File: src/hw/rtl/lrutc_pkg.sv
// ----------------------------------------------------------------------------
// lrutc_pkg
// Shared sizes and transaction types of the LRU tag cache directory.
// ----------------------------------------------------------------------------
package lrutc_pkg;

  localparam int unsigned Entries   = 16;
  localparam int unsigned TagBits   = 32;
  localparam int unsigned IdxW      = $clog2(Entries);
  localparam int unsigned CntW      = $clog2(Entries + 1);
  localparam int unsigned SlotOutW  = 4;

  typedef struct packed {
    logic [TagBits-1:0] name_tag;
    logic               fetch_ok;
  } req_t;

  typedef struct packed {
    logic                hit;
    logic                inserted;
    logic                evicted;
    logic                failed;
    logic [SlotOutW-1:0] slot;
  } rsp_t;

  // Result of the parallel tag compare and victim search.
  typedef struct packed {
    logic            hit;
    logic [IdxW-1:0] hit_idx;
    logic [IdxW-1:0] victim_idx;
  } lookup_t;

endpackage

File: src/hw/rtl/lru_tag_cache_policy.sv
// ----------------------------------------------------------------------------
// lru_tag_cache_policy
// Fully associative 16-entry tag directory with least-recently-used
// replacement; one lookup/update per transaction.
// ----------------------------------------------------------------------------
//
//  channel | direction | handshake               | payload
//  --------+-----------+-------------------------+-------------------------
//  req     | in        | req_valid_i/req_stall_o | req_i (name_tag, fetch_ok)
//  rsp     | out       | rsp_valid_o/rsp_stall_i | rsp_o (hit, inserted,
//          |           |                         |  evicted, failed, slot)
//
// One transaction per cycle sustained while rsp is not stalled. A request is
// captured in the input register, then looked up and applied to the directory
// as its response is written to the output register.
// The rate is set by the single-cycle compare/rank-update path.
// Reset clears the valid bits and the fill count at once; no clearing pass.
// While rsp is stalled with a full output register, the input register holds
// and req_stall_o rises once that register is occupied.
// ----------------------------------------------------------------------------
module lru_tag_cache_policy import lrutc_pkg::*; (
  input  logic clk_i,
  input  logic rst_ni,
  input  logic req_valid_i,
  output logic req_stall_o,
  input  req_t req_i,
  output logic rsp_valid_o,
  input  logic rsp_stall_i,
  output rsp_t rsp_o
);

  localparam logic [CntW-1:0] CntFull = CntW'(Entries);

  // Input register
  logic in_valid_q;
  req_t in_q;

  // Output register
  logic rsp_valid_q;
  rsp_t rsp_q, rsp_d;

  // Directory state
  logic [Entries-1:0]              valid_q, valid_d;
  logic [Entries-1:0][TagBits-1:0] tags_q;
  logic [Entries-1:0][IdxW-1:0]    ranks_q, ranks_d;
  logic [CntW-1:0]                 fill_q, fill_d;

  logic            advance;
  logic            do_req;
  logic            do_write;
  logic [IdxW-1:0] sel_idx;
  // Entries younger than this rank (extended by one bit) age by one.
  logic [IdxW:0]   age_limit;
  lookup_t         lookup;

  // The output register frees up when empty or taken this cycle.
  assign advance     = !rsp_valid_q || !rsp_stall_i;
  assign do_req      = in_valid_q && advance;
  assign req_stall_o = in_valid_q && !advance;

  lrutc_lookup u_lookup (
    .tag_i    (in_q.name_tag),
    .valid_i  (valid_q),
    .tags_i   (tags_q),
    .ranks_i  (ranks_q),
    .lookup_o (lookup)
  );

  always_comb begin
    rsp_d     = '0;
    valid_d   = valid_q;
    ranks_d   = ranks_q;
    fill_d    = fill_q;
    do_write  = 1'b0;
    sel_idx   = lookup.hit_idx;
    age_limit = {1'b0, ranks_q[lookup.hit_idx]};

    priority if (lookup.hit) begin
      rsp_d.hit = 1'b1;
    end else if (!in_q.fetch_ok) begin
      rsp_d.failed = 1'b1;
    end else if (fill_q != CntFull) begin
      // Fill the next never-used slot; every valid entry ages.
      do_write       = 1'b1;
      rsp_d.inserted = 1'b1;
      sel_idx        = fill_q[IdxW-1:0];
      age_limit      = (IdxW+1)'(Entries);
      fill_d         = fill_q + CntW'(1);
    end else begin
      // Reuse the oldest entry.
      do_write       = 1'b1;
      rsp_d.inserted = 1'b1;
      rsp_d.evicted  = 1'b1;
      sel_idx        = lookup.victim_idx;
      age_limit      = (IdxW+1)'(Entries - 1);
    end

    if (!rsp_d.failed) begin
      rsp_d.slot = SlotOutW'(sel_idx);
      for (int i = 0; i < Entries; i++) begin
        if (IdxW'(i) != sel_idx && valid_q[i] && ({1'b0, ranks_q[i]} < age_limit)) begin
          ranks_d[i] = ranks_q[i] + IdxW'(1);
        end
      end
      ranks_d[sel_idx] = '0;
      valid_d[sel_idx] = 1'b1;
    end
  end

  // Control state
  always_ff @(posedge clk_i or negedge rst_ni) begin
    if (!rst_ni) begin
      in_valid_q  <= 1'b0;
      rsp_valid_q <= 1'b0;
      valid_q     <= '0;
      fill_q      <= '0;
    end else begin
      if (!req_stall_o) begin
        in_valid_q <= req_valid_i;
      end
      if (advance) begin
        rsp_valid_q <= in_valid_q;
      end
      if (do_req) begin
        valid_q <= valid_d;
        fill_q  <= fill_d;
      end
    end
  end

  // Payload and directory contents
  always_ff @(posedge clk_i) begin
    if (req_valid_i && !req_stall_o) begin
      in_q <= req_i;
    end
    if (do_req) begin
      rsp_q   <= rsp_d;
      ranks_q <= ranks_d;
      if (do_write) begin
        tags_q[sel_idx] <= in_q.name_tag;
      end
    end
  end

  assign rsp_valid_o = rsp_valid_q;
  assign rsp_o       = rsp_q;

endmodule

File: src/hw/rtl/lrutc_lookup.sv
// ----------------------------------------------------------------------------
// lrutc_lookup
// Parallel tag compare over all entries and search for the oldest entry.
// ----------------------------------------------------------------------------
module lrutc_lookup import lrutc_pkg::*; (
  input  logic [TagBits-1:0]              tag_i,
  input  logic [Entries-1:0]              valid_i,
  input  logic [Entries-1:0][TagBits-1:0] tags_i,
  input  logic [Entries-1:0][IdxW-1:0]    ranks_i,
  output lookup_t                         lookup_o
);

  localparam logic [IdxW-1:0] OldestRank = IdxW'(Entries - 1);

  logic [Entries-1:0] match;
  logic [Entries-1:0] oldest;

  always_comb begin
    for (int i = 0; i < Entries; i++) begin
      match[i]  = valid_i[i] && (tags_i[i] == tag_i);
      oldest[i] = valid_i[i] && (ranks_i[i] == OldestRank);
    end
  end

  // Lowest index wins on both searches.
  always_comb begin
    lookup_o = '0;
    for (int i = Entries - 1; i >= 0; i--) begin
      if (match[i]) begin
        lookup_o.hit     = 1'b1;
        lookup_o.hit_idx = IdxW'(i);
      end
      if (oldest[i]) begin
        lookup_o.victim_idx = IdxW'(i);
      end
    end
  end

endmodule
File: config.mk
export PLATFORM = sky130hd
export DESIGN_NAME = lru_tag_cache_policy
export DESIGN_NICKNAME = d
export VERILOG_FILES = /design/src/hw/rtl/lrutc_pkg.sv /design/src/hw/rtl/lru_tag_cache_policy.sv /design/src/hw/rtl/lrutc_lookup.sv
export SDC_FILE = /design/constraint.sdc
export NUM_CORES = 1
export LEC_CHECK = 0
export BUFFER_PORTS_ARGS = -buffer_cell sky130_fd_sc_hd__buf_2
export CORE_ASPECT_RATIO = 0.6
export CORE_MARGIN = 3
export CORE_UTILIZATION = 55
export DETAILED_ROUTE_END_ITERATION = 7
export PLACE_DENSITY_LB_ADDON = 0.15
export RECOVER_POWER = 50
export SKIP_LAST_GASP = 1
export SLEW_MARGIN = 5
export SYNTH_ARGS = -nofsm -noshare
export SYNTH_HDL_FRONTEND = slang
export SYNTH_SLANG_ARGS = --single-unit
File: constraint.sdc
create_clock -name clk_i -period 13.6 [get_ports clk_i]
set_input_delay 0.68 -clock clk_i [delete_from_list [all_inputs] [get_ports clk_i]]
set_output_delay 0.68 -clock clk_i [all_outputs]
set_load 0.01 [all_outputs]
# == Word-level counts from Yosys, hierarchy flattened ==
# Cells that the tools add are included.
# totals
ff_bits,640
latchBits,0
ramBits,0
rom_bits,0
in_bits,37
out_inout_bits,10
elab_cells,297
memories,0
# classes
n_addsub,17
n_mul,0
n_div,0
magnitude_cmp,19
eq_ne,48
shifts,0
muxes,86
bitwise,6
reduce_logical,78
# op_table
op,count
512-bit bitwise mux,1
32-bit equality test,16
4-bit 2-to-1 mux,53
32-bit demux with 4-bit select,1
5-bit 2-to-1 mux,19
4-bit by 5-bit < comparator with 1-bit output,16
1-bit logical AND,68
4-bit by 1-bit adder with 4-bit output (second input constant),16
64-bit bitwise AND,1
4-bit equality test (second input constant),16
64-bit NOT,1
32-bit 2-to-1 mux,1
4-bit != test (first input constant),8
4-bit binary-select mux with 4-bit select,1
4-bit demux with 4-bit select,1
3-bit by 4-bit != test with 1-bit output (first input constant),4
16-bit OR,1
4-bit by 5-bit < comparator with 1-bit output (second input constant),2
2-bit by 4-bit != test with 1-bit output (first input constant),2
1-bit 2-to-1 mux,7
5-bit by 1-bit adder with 5-bit output (second input constant),1
5-bit != test (second input constant),1
1-bit demux with 4-bit select,1
4-bit by 1-bit greater-or-equal comparator with 1-bit output (second input constant),1
9 further kinds,15

# == Logic depth before layout (Yosys ltp) ==
# Gate-level depths: netlist of run 1.
# depth
depth_word,27
mapped_depth,26

# == Cells and area by module ==
# From an unflattened synthesis of run 1, not the netlist that was laid out.
# hier_totals
hier_cells,2069
area_unflattened_um2,30116.4
# modules_own_cells
mod,n_inst,cells_each,area_each_um2
lru_tag_cache_policy,1,1212,23457.5
lrutc_lookup,1,857,6658.9

# == Worst setup path before layout of run 1 ==
# No wires, ideal clock.
# synth_timing
kind,flip-flop to flip-flop
from,register in_q[5] (netlist name)
to,register ranks_q[23] (netlist name) (data pin)
setup_time_ns,0.255
arrival_ns,6.066
t_required_ns,13.345
setup_slack_ns,7.279
path_stages_with_launch,26
period_less_slack_ns,6.321
path_cell_list,edfxtp_1 > buf_2 > xor2_1 > or4_1 > or3_1 > or3_1 > nand2_1 > nand4_1 > o21ai_1 > buf_2 > buf_2 > mux2i_1 > mux2i_1 > mux2_2 > nand2_1 > o21ai_0 > o21ai_0 > ha_1 > a21o_1 > a21o_1 > a31oi_1 > nor2_1 > nor2_1 > nand4_1 > xnor2_1 > and2_1
# synth_via
elab_chain_len,27
# synth_lines
item,line_no,source
start: declaration,lru_tag_cache_policy.sv:36,req_t in_q;
start signal: assignment,lru_tag_cache_policy.sv:134,in_q <= req_i;
32-bit equality test,lrutc_lookup.sv:20,match[i] = valid_i[i] && (tags_i[i] == tag_i);
1-bit logical AND,lrutc_lookup.sv:20,
5-bit 2-to-1 mux (15 in a row),lrutc_lookup.sv:29,if (match[i]) begin
5-bit 2-to-1 mux (*),lrutc_lookup.sv:29,
4-bit binary-select mux with 4-bit select,lru_tag_cache_policy.sv:76,"age_limit = {1'b0, ranks_q[lookup.hit_idx]};"
4-bit 2-to-1 mux (not written as such),lru_tag_cache_policy.sv:76,
5-bit 2-to-1 mux,lru_tag_cache_policy.sv:80,end else if (!in_q.fetch_ok) begin
5-bit 2-to-1 mux,lru_tag_cache_policy.sv:78,priority if (lookup.hit) begin
4-bit by 5-bit < comparator with 1-bit output,lru_tag_cache_policy.sv:101,"if (IdxW'(i) != sel_idx && valid_q[i] && ({1'b0, ranks_q[i]} < age_limit)) begin"
1-bit logical AND,lru_tag_cache_policy.sv:101,
4-bit 2-to-1 mux,lru_tag_cache_policy.sv:101,
4-bit 2-to-1 mux,lru_tag_cache_policy.sv:98,if (!rsp_d.failed) begin
64-bit bitwise AND (no source line) (*),--,
end signal: assignment,lru_tag_cache_policy.sv:138,ranks_q <= ranks_d;
end: declaration,lru_tag_cache_policy.sv:45,"logic [Entries-1:0][IdxW-1:0] ranks_q, ranks_d;"
# Mark *: on every way between the ends. The rest lies on a longest branch, timed or not. The select of a mux whose other input is x is not followed.
# A chain may end at the register's enable or synchronous reset.

# == Worst setup path after layout of run 1 ==
# layout_timing
from,register in_q[22] (netlist name)
to,register ranks_q[27] (netlist name) (data pin)
# The elaborated chain is that of the path after synthesis.

==> results of run 1 <==
cell type report:
type,count,area [µm²]
clock buffer,68,1550
clock inverter,45,465
fill,4336,21700
inverter,30,113
multi-input combinational,1606,11800
sequential,640,19100
tap,759,950
timing repair buffer,112,548
cells in the mapped netlist, types with 23 or more instances:
| cell | count |
|---|---|
| nor2_1 | 77 |
| ha_1 | 66 |
| o21ai_0 | 39 |
| inv_1 | 30 |
| nand2b_1 | 34 |
| nor3_1 | 32 |
| nand3_1 | 57 |
| dfrtp_1 | 23 |
| nand4_1 | 111 |
| a21o_1 | 35 |
| edfxtp_1 | 617 |
| a21oi_1 | 34 |
| nor4_1 | 167 |
| mux2i_1 | 49 |
| xnor2_1 | 148 |
| buf_2 | 45 |
| xor2_1 | 379 |
| nand2_1 | 119 |
power by group:
group | switching, mW | internal [mW]
sequential | 0.0971 | 2.28
combinational | 0.443 | 0.224
clock | 0.768 | 0.993
sequential cells by signal, indices dropped and copies added (netlist names):
signal and flops:
fill_q 5, in_q 33, in_valid_q 1, ranks_q 64, rsp_o 8, rsp_valid_o 1
tags_q 512, valid_q 16
worst max-delay path, delay by kind of cell (launching register included):
kind                     cells  cell delay (ps)
AO/OA/AOI/OAI                6             1780
XOR/XNOR                     2              410
adder cells (fa/ha/maj)      1              270
buffers and inverters        2             2510
flip-flops                   1              320
multiplexers                 2              490
AND/OR/NAND/NOR             10             3240
kinds of logic (layout without fill, tap and decap cells):
kind of cell	after synthesis	after routing	synth area share, %
xor+xnor	527	527	14.7
compound gates	229	229	5.07
simple gates	724	724	13.0
flops	640	640	60.7
mux	60	60	1.95
buf+inv	113	255	2.05
fa+ha+maj	66	66	2.62
per-layer routing:
layer	vias up	wire, µm	GRT usage (%)
li1	9135	-	-
met1	10200	40800	46.6
met2	1159	35000	39.5
met3	140	11200	9.42
met4	0	2420	8.58
met5	-	0	0
worst paths after layout:
path / slack [ps] / from / cells past startpoint / endpoint
setup / recovery: 4280 / in_q[22] / 23 / ranks_q[27]
hold / removal: 210 / req_i[32] / 1 / in_q[32]
setup reg to reg: 4280 / in_q[22] / 23 / ranks_q[27]
hold reg to reg: 490 / fill_q[4] / 1 / fill_q[4]
max in group asynchronous: 11880 / rst_ni / 1 / fill_q[2]
min in group asynchronous: 580 / rst_ni / 1 / valid_q[10]
==> impl_metrics.csv, run 1 <==
group,metric,value,unit
outcome,outcome,"finished with violations",
outcome,violations,"capacitance limit, slew limit",
grt,antenna_found_initial,0,
place,placed_area,32700,µm²
cells_and_area,postLayoutCellArea,34500,µm²
logic_synthesis,synth_cell_types,74,
floorplanning,die_width,315,µm
logic_synthesis,synthesis.nets,2462,
clocking,hold_buffers,0,
worst_setup_path,cp_max_fo,33,
worst_setup_path,worstPathRequired,13990,ps
logic_synthesis,synth_area,31500,µm²
sta,tightest_slew,4200,ps
floorplanning,core_area,56300,µm²
grt,grt_pass1_vias,19700,
logic_synthesis,synthArstFlopShare,3.59,%
sta,min_period,9320,ps
place,place_ws,6280,ps
detailed_routing,drt-initial-drc-count,2726,
worst_setup_path,startpoint_type,"flip-flop",
detailed_routing,wl_per_cell,27.4,µm
sta,slew_violations,1074,
floorplanning,die_h,191,µm
cells_and_area,syn2layout_area_growth,9.62,%
floorplanning,initial_core_util,56.0,%
detailed_routing,vias_per_cell,6.34,
clocking,cts_made_buffers,60,
worst_setup_path,critPathArrivalTime,9700,ps
clocking,post-cts-setup-buffers,0,
worst_setup_path,crit_path_end_kind,"flip-flop",
hold_path,hold_class,"primary input to flip-flop",
clocking,clk_pin_slew,70,ps
cells_and_area,finalNonFillerCells,3260,
clocking,cts_htree_levels,2,
power_and_ir_drop,total_power,4.80,mW
detailed_routing,ant_nets,0,
place,dp.final_hpwl,58.5,mm
place,gp_congestion,0.951,
cells_and_area,n_antenna_cell,0,
grt,grt_pass1_wl,131,mm
sta,slew_headroom,-180,%
floorplanning,rows,67,
clocking,cts_tree,"built",
logic_synthesis,yosys_warnings,0,
cells_and_area,post-route-util,61.4,%
sta,tns,0,ps
grt,grt_start_max_net_pins,68,
grt,grt_remaining_overflow,0,
sta,setup_violations,0,
detailed_routing,drtPass1Iterations,5,
clocking,clkSinkCount,640,
floorplanning,io_pins,47,
logic_synthesis,synthTopCellsByArea,"edfxtp_1, xor2_1, xnor2_1, nor4_1, ha_1",
detailed_routing,num_vias,20700,
sta,clock.fmax,107,MHz
logic_synthesis,synth_ff_type,"edfxtp_1",
logic_synthesis,synth_top_area_share,58.8,%
cells_and_area,layout-drive-gt1-share,8.00,%
worst_setup_path,worstSetupPathType,"flip-flop to flip-flop",
power_and_ir_drop,irDropWorstVdd,0.000116,V
worst_setup_path,cpPeakStageDelay,2160,ps
sta,fin_worst_skew,27.8,ps
place,dpl.cell_count,3147,
clocking,clk_latency,650,ps
detailed_routing,drc,0,
power_and_ir_drop,leakage,11.8,nW
cells_and_area,final_cell_mix,"edfxtp_1, xor2_1, nor4_1, xnor2_1, nand2_1",
logic_synthesis,synth.avg_cell_area,13.3,µm²
cells_and_area,nets,2553,
detailed_routing,wl,89.5,mm
floorplanning,fp.dieArea,60300,µm²
logic_synthesis,synth_edf_count,617,
sta,setup_ws,4280,ps
worst_setup_path,crit_slowest_cell,"clkbuf_1",
clocking,cts_max_path_buffers,3,
sta,whs,209,ps
logic_synthesis,synth-seq-cells,640,
power_and_ir_drop,power.density,139,nW/µm²
logic_synthesis,synth_top_area_cell,"edfxtp_1",
grt,track_usage,29.9,%
place,port_buffers,46,
worst_setup_path,crit_chain,"clkbuf_1, xor2_1, nor4_1, nand4_1, nor4_1, nor4b_1, a221o_1, nand2_1, mux2i_1, mux2_2, nand2_1, o21ai_0, o21ai_1, buf_4, ha_1, a21o_1, a21o_1, a31oi_1, nor2_1, nor2_1, nand4_1, xnor2_1, and2_1",
clocking,root_buffer,"clkbuf_16",
sta,hold_viol_final,0,
cells_and_area,layout_commonest_cell,"edfxtp_1",
clocking,ctsResizeCount,0,
sta,rsz0062_at_grt,"false",
logic_synthesis,ys_seq_area_share,60.7,%
sta,finalCritPeriodShare,68.5,%
flow_run,drv_cap,37,
logic_synthesis,synth_cells,2359,
Note: power is estimated with default switching activity, not from simulation.
==> inputs of run 2 (changes only) <==
==> constraint.sdc (replaced) <==
create_clock -name clk_i -period 9.7 [get_ports clk_i]
set_input_delay 0.485 -clock clk_i [delete_from_list [all_inputs] [get_ports clk_i]]
set_output_delay 0.485 -clock clk_i [all_outputs]
set_load 0.01 [all_outputs]
==> run 2 against run 1 <==
The run still ends with capacitance limit, slew limit left. Hold slack got worse by 180 ps. Die area unchanged. Combinational power increased by 43%. Via count increased by 2.6%. Global-route usage increased by 1.5 points. Fmax increased by 11%. Power increased by 37%. Largest cell class unchanged. Largest power group unchanged. Highest routed layer unchanged.
==> impl_metrics.csv, run 2 (synthesis gave the netlist of run 1 again) <==
group,metric,value,unit
outcome,outcome,"finished with violations",
outcome,violations,"capacitance limit, slew limit",
power_and_ir_drop,pwr-share-comb,14.4,%
sta,clock.fmax,119,MHz
cells_and_area,finalNonFillerCells,3291,
sta,tightest_slew,4240,ps
place,dpl.cell_count,3162,
clocking,cts_made_buffers,58,
detailed_routing,drtPass1Iterations,6,
place,place_ws,2660,ps
grt,antenna_found_initial,2,
clocking,clk_pin_slew,60,ps
worst_setup_path,cp_max_fo,28,
clocking,root_buffer,"clkbuf_16",
detailed_routing,wl,94.1,mm
sta,hold_viol_final,0,
cells_and_area,layout_commonest_cell,"edfxtp_1",
cells_and_area,largest_reg_flops,512,
worst_setup_path,crit_path_end_kind,"flip-flop",
detailed_routing,wl_met1,42.4,mm
clocking,cts_tree,"built",
cells_and_area,reg_top3,"tags_q (512), ranks_q (64), in_q (33)",
cells_and_area,nets,2589,
sta,slew_headroom,-183,%
grt,track_usage,31.3,%
detailed_routing,wl_met2,36.1,mm
sta,finalCritPeriodShare,86.3,%
clocking,clkSinkCount,640,
detailed_routing,ant_nets,0,
power_and_ir_drop,seqPwrFrac,50.6,%
cells_and_area,final_cell_mix,"edfxtp_1, xor2_1, nor4_1, xnor2_1, nand2_1",
power_and_ir_drop,irDropWorstVdd,0.000145,V
flow_run,drv_cap,16,
floorplanning,core_area,56300,µm²
sta,tns,0,ps
sta,rsz0062_at_grt,"false",
worst_setup_path,critPathArrivalTime,8760,ps
hold_path,hold_class,"primary input to flip-flop",
grt,grt_remaining_overflow,0,
sta,setup_violations,0,
place,gp_congestion,0.969,
detailed_routing,topRoutingLayerUsed,"met4",
sta,fin_worst_skew,24.6,ps
grt,grt_pass1_wl,137,mm
detailed_routing,wl_per_cell,28.6,µm
floorplanning,io_pins,47,
worst_setup_path,startpoint_type,"flip-flop",
cells_and_area,layout-drive-gt1-share,7.55,%
worst_setup_path,r2r_start,"in_q[32]",
grt,grt_start_max_net_pins,68,
power_and_ir_drop,switchingPower,1.83,mW
power_and_ir_drop,clkPwrFrac,35.0,%
floorplanning,fp.dieArea,60300,µm²
place,port_buffers,46,
floorplanning,die_width,315,µm
place,dp.final_hpwl,64.7,mm
detailed_routing,wl_met3,13.3,mm
detailed_routing,drt-initial-drc-count,3155,
cells_and_area,syn2layout_area_growth,10.2,%
floorplanning,rows,67,
worst_setup_path,critical_path.startpoint,"in_q[32]",
sta,slew_violations,384,
floorplanning,initial_core_util,56.0,%
grt,grt_pass1_vias,20000,
sta,min_period,8370,ps
detailed_routing,drc,0,
clocking,clk_latency,650,ps
detailed_routing,num_vias,21200,
hold_path,hp-start,"req_i[22]",
cells_and_area,top_register,"tags_q",
power_and_ir_drop,power.density,190,nW/µm²
clocking,ctsResizeCount,0,
sta,setup_ws,1330,ps
cells_and_area,post-route-util,61.7,%
worst_setup_path,worstSetupPathType,"flip-flop to flip-flop",
power_and_ir_drop,sw_frac_of_total,27.7,%
floorplanning,die_h,191,µm
clocking,cts_max_path_buffers,3,
clocking,cts_htree_levels,2,
detailed_routing,vias_per_cell,6.44,
power_and_ir_drop,p_int,4.77,mW
power_and_ir_drop,leakage,11.8,nW
worst_setup_path,worstPathRequired,10090,ps
run 2: power by group through the flow:
stage / clock [mW] / combinational [mW] / sequential, mW
6_report: 2.31 / 0.953 / 3.34
5_1_grt: 2.44 / 1.04 / 3.34
4_1_cts: 2.33 / 0.943 / 3.33
3_5_place_dp: 0 / 0.932 / 3.38
3_3_place_gp: 0 / 0.909 / 3.38
2_1_floorplan: 0 / 0.624 / 3.33
run 2: timing repair:
action                                 4_1_cts  5_1_grt
setup buffers                                0        0
hold buffers                                23        0
endpoints found under the hold margin       45        0
run 2: area by class of cell:
cell class,instances,area (µm²)
Clock buffer,73,1550
Clock inverter,32,302
Tap cell,759,950
Inverter,30,113
Multi-Input combinational cell,1606,11800
Antenna cell,1,2.50
Fill cell,4348,21600
Sequential cell,640,19100
Timing Repair Buffer,150,895
run 2: final timing paths:
path	end	slack, ps	cells past startpoint
max	ranks_q[11]	1330	25
min	in_q[22]	30	1
max reg2reg	ranks_q[11]	1330	25
min reg2reg	fill_q[4]	500	1
max in group asynchronous	fill_q[1]	7570	2
min in group asynchronous	valid_q[10]	960	2
run 2: critical path, stage by stage, from the launching register on:
cell and delay [ps]:
edfxtp_1 580, clkbuf_1 1520, xor2_1 280, nor4_1 350, nand4b_1 170, nor4_1 610
o21ai_0 250, a311oi_1 640, o21ai_4 110, buf_4 300, mux2i_1 440, mux2i_1 140
mux2_2 300, nand2_1 70, o21ai_0 70, o21ai_1 220, buf_4 330, ha_1 310
a21o_1 170, a21o_1 200, a31oi_1 170, nor2_1 60, nor2_1 300, nand4_1 160
xnor2_1 140, and2_1 160
run 2: metal layers:
metal,track usage [%],vias to the layer above
met5,0,-
met2,40.8,1314
met3,10.6,165
li1,-,9198
met1,49.5,10500
met4,7.40,0
run 2: metrics by stage:
step                power (mW)  area [µm²]  hold WS, ps
CTS                       6.60       34900         5.26
finish                    6.60       34700         28.4
global route              6.82       34700         16.3
floorplan                 3.95       31500          189
global placement          4.29       32800          472
detailed placement        4.32       32800          489
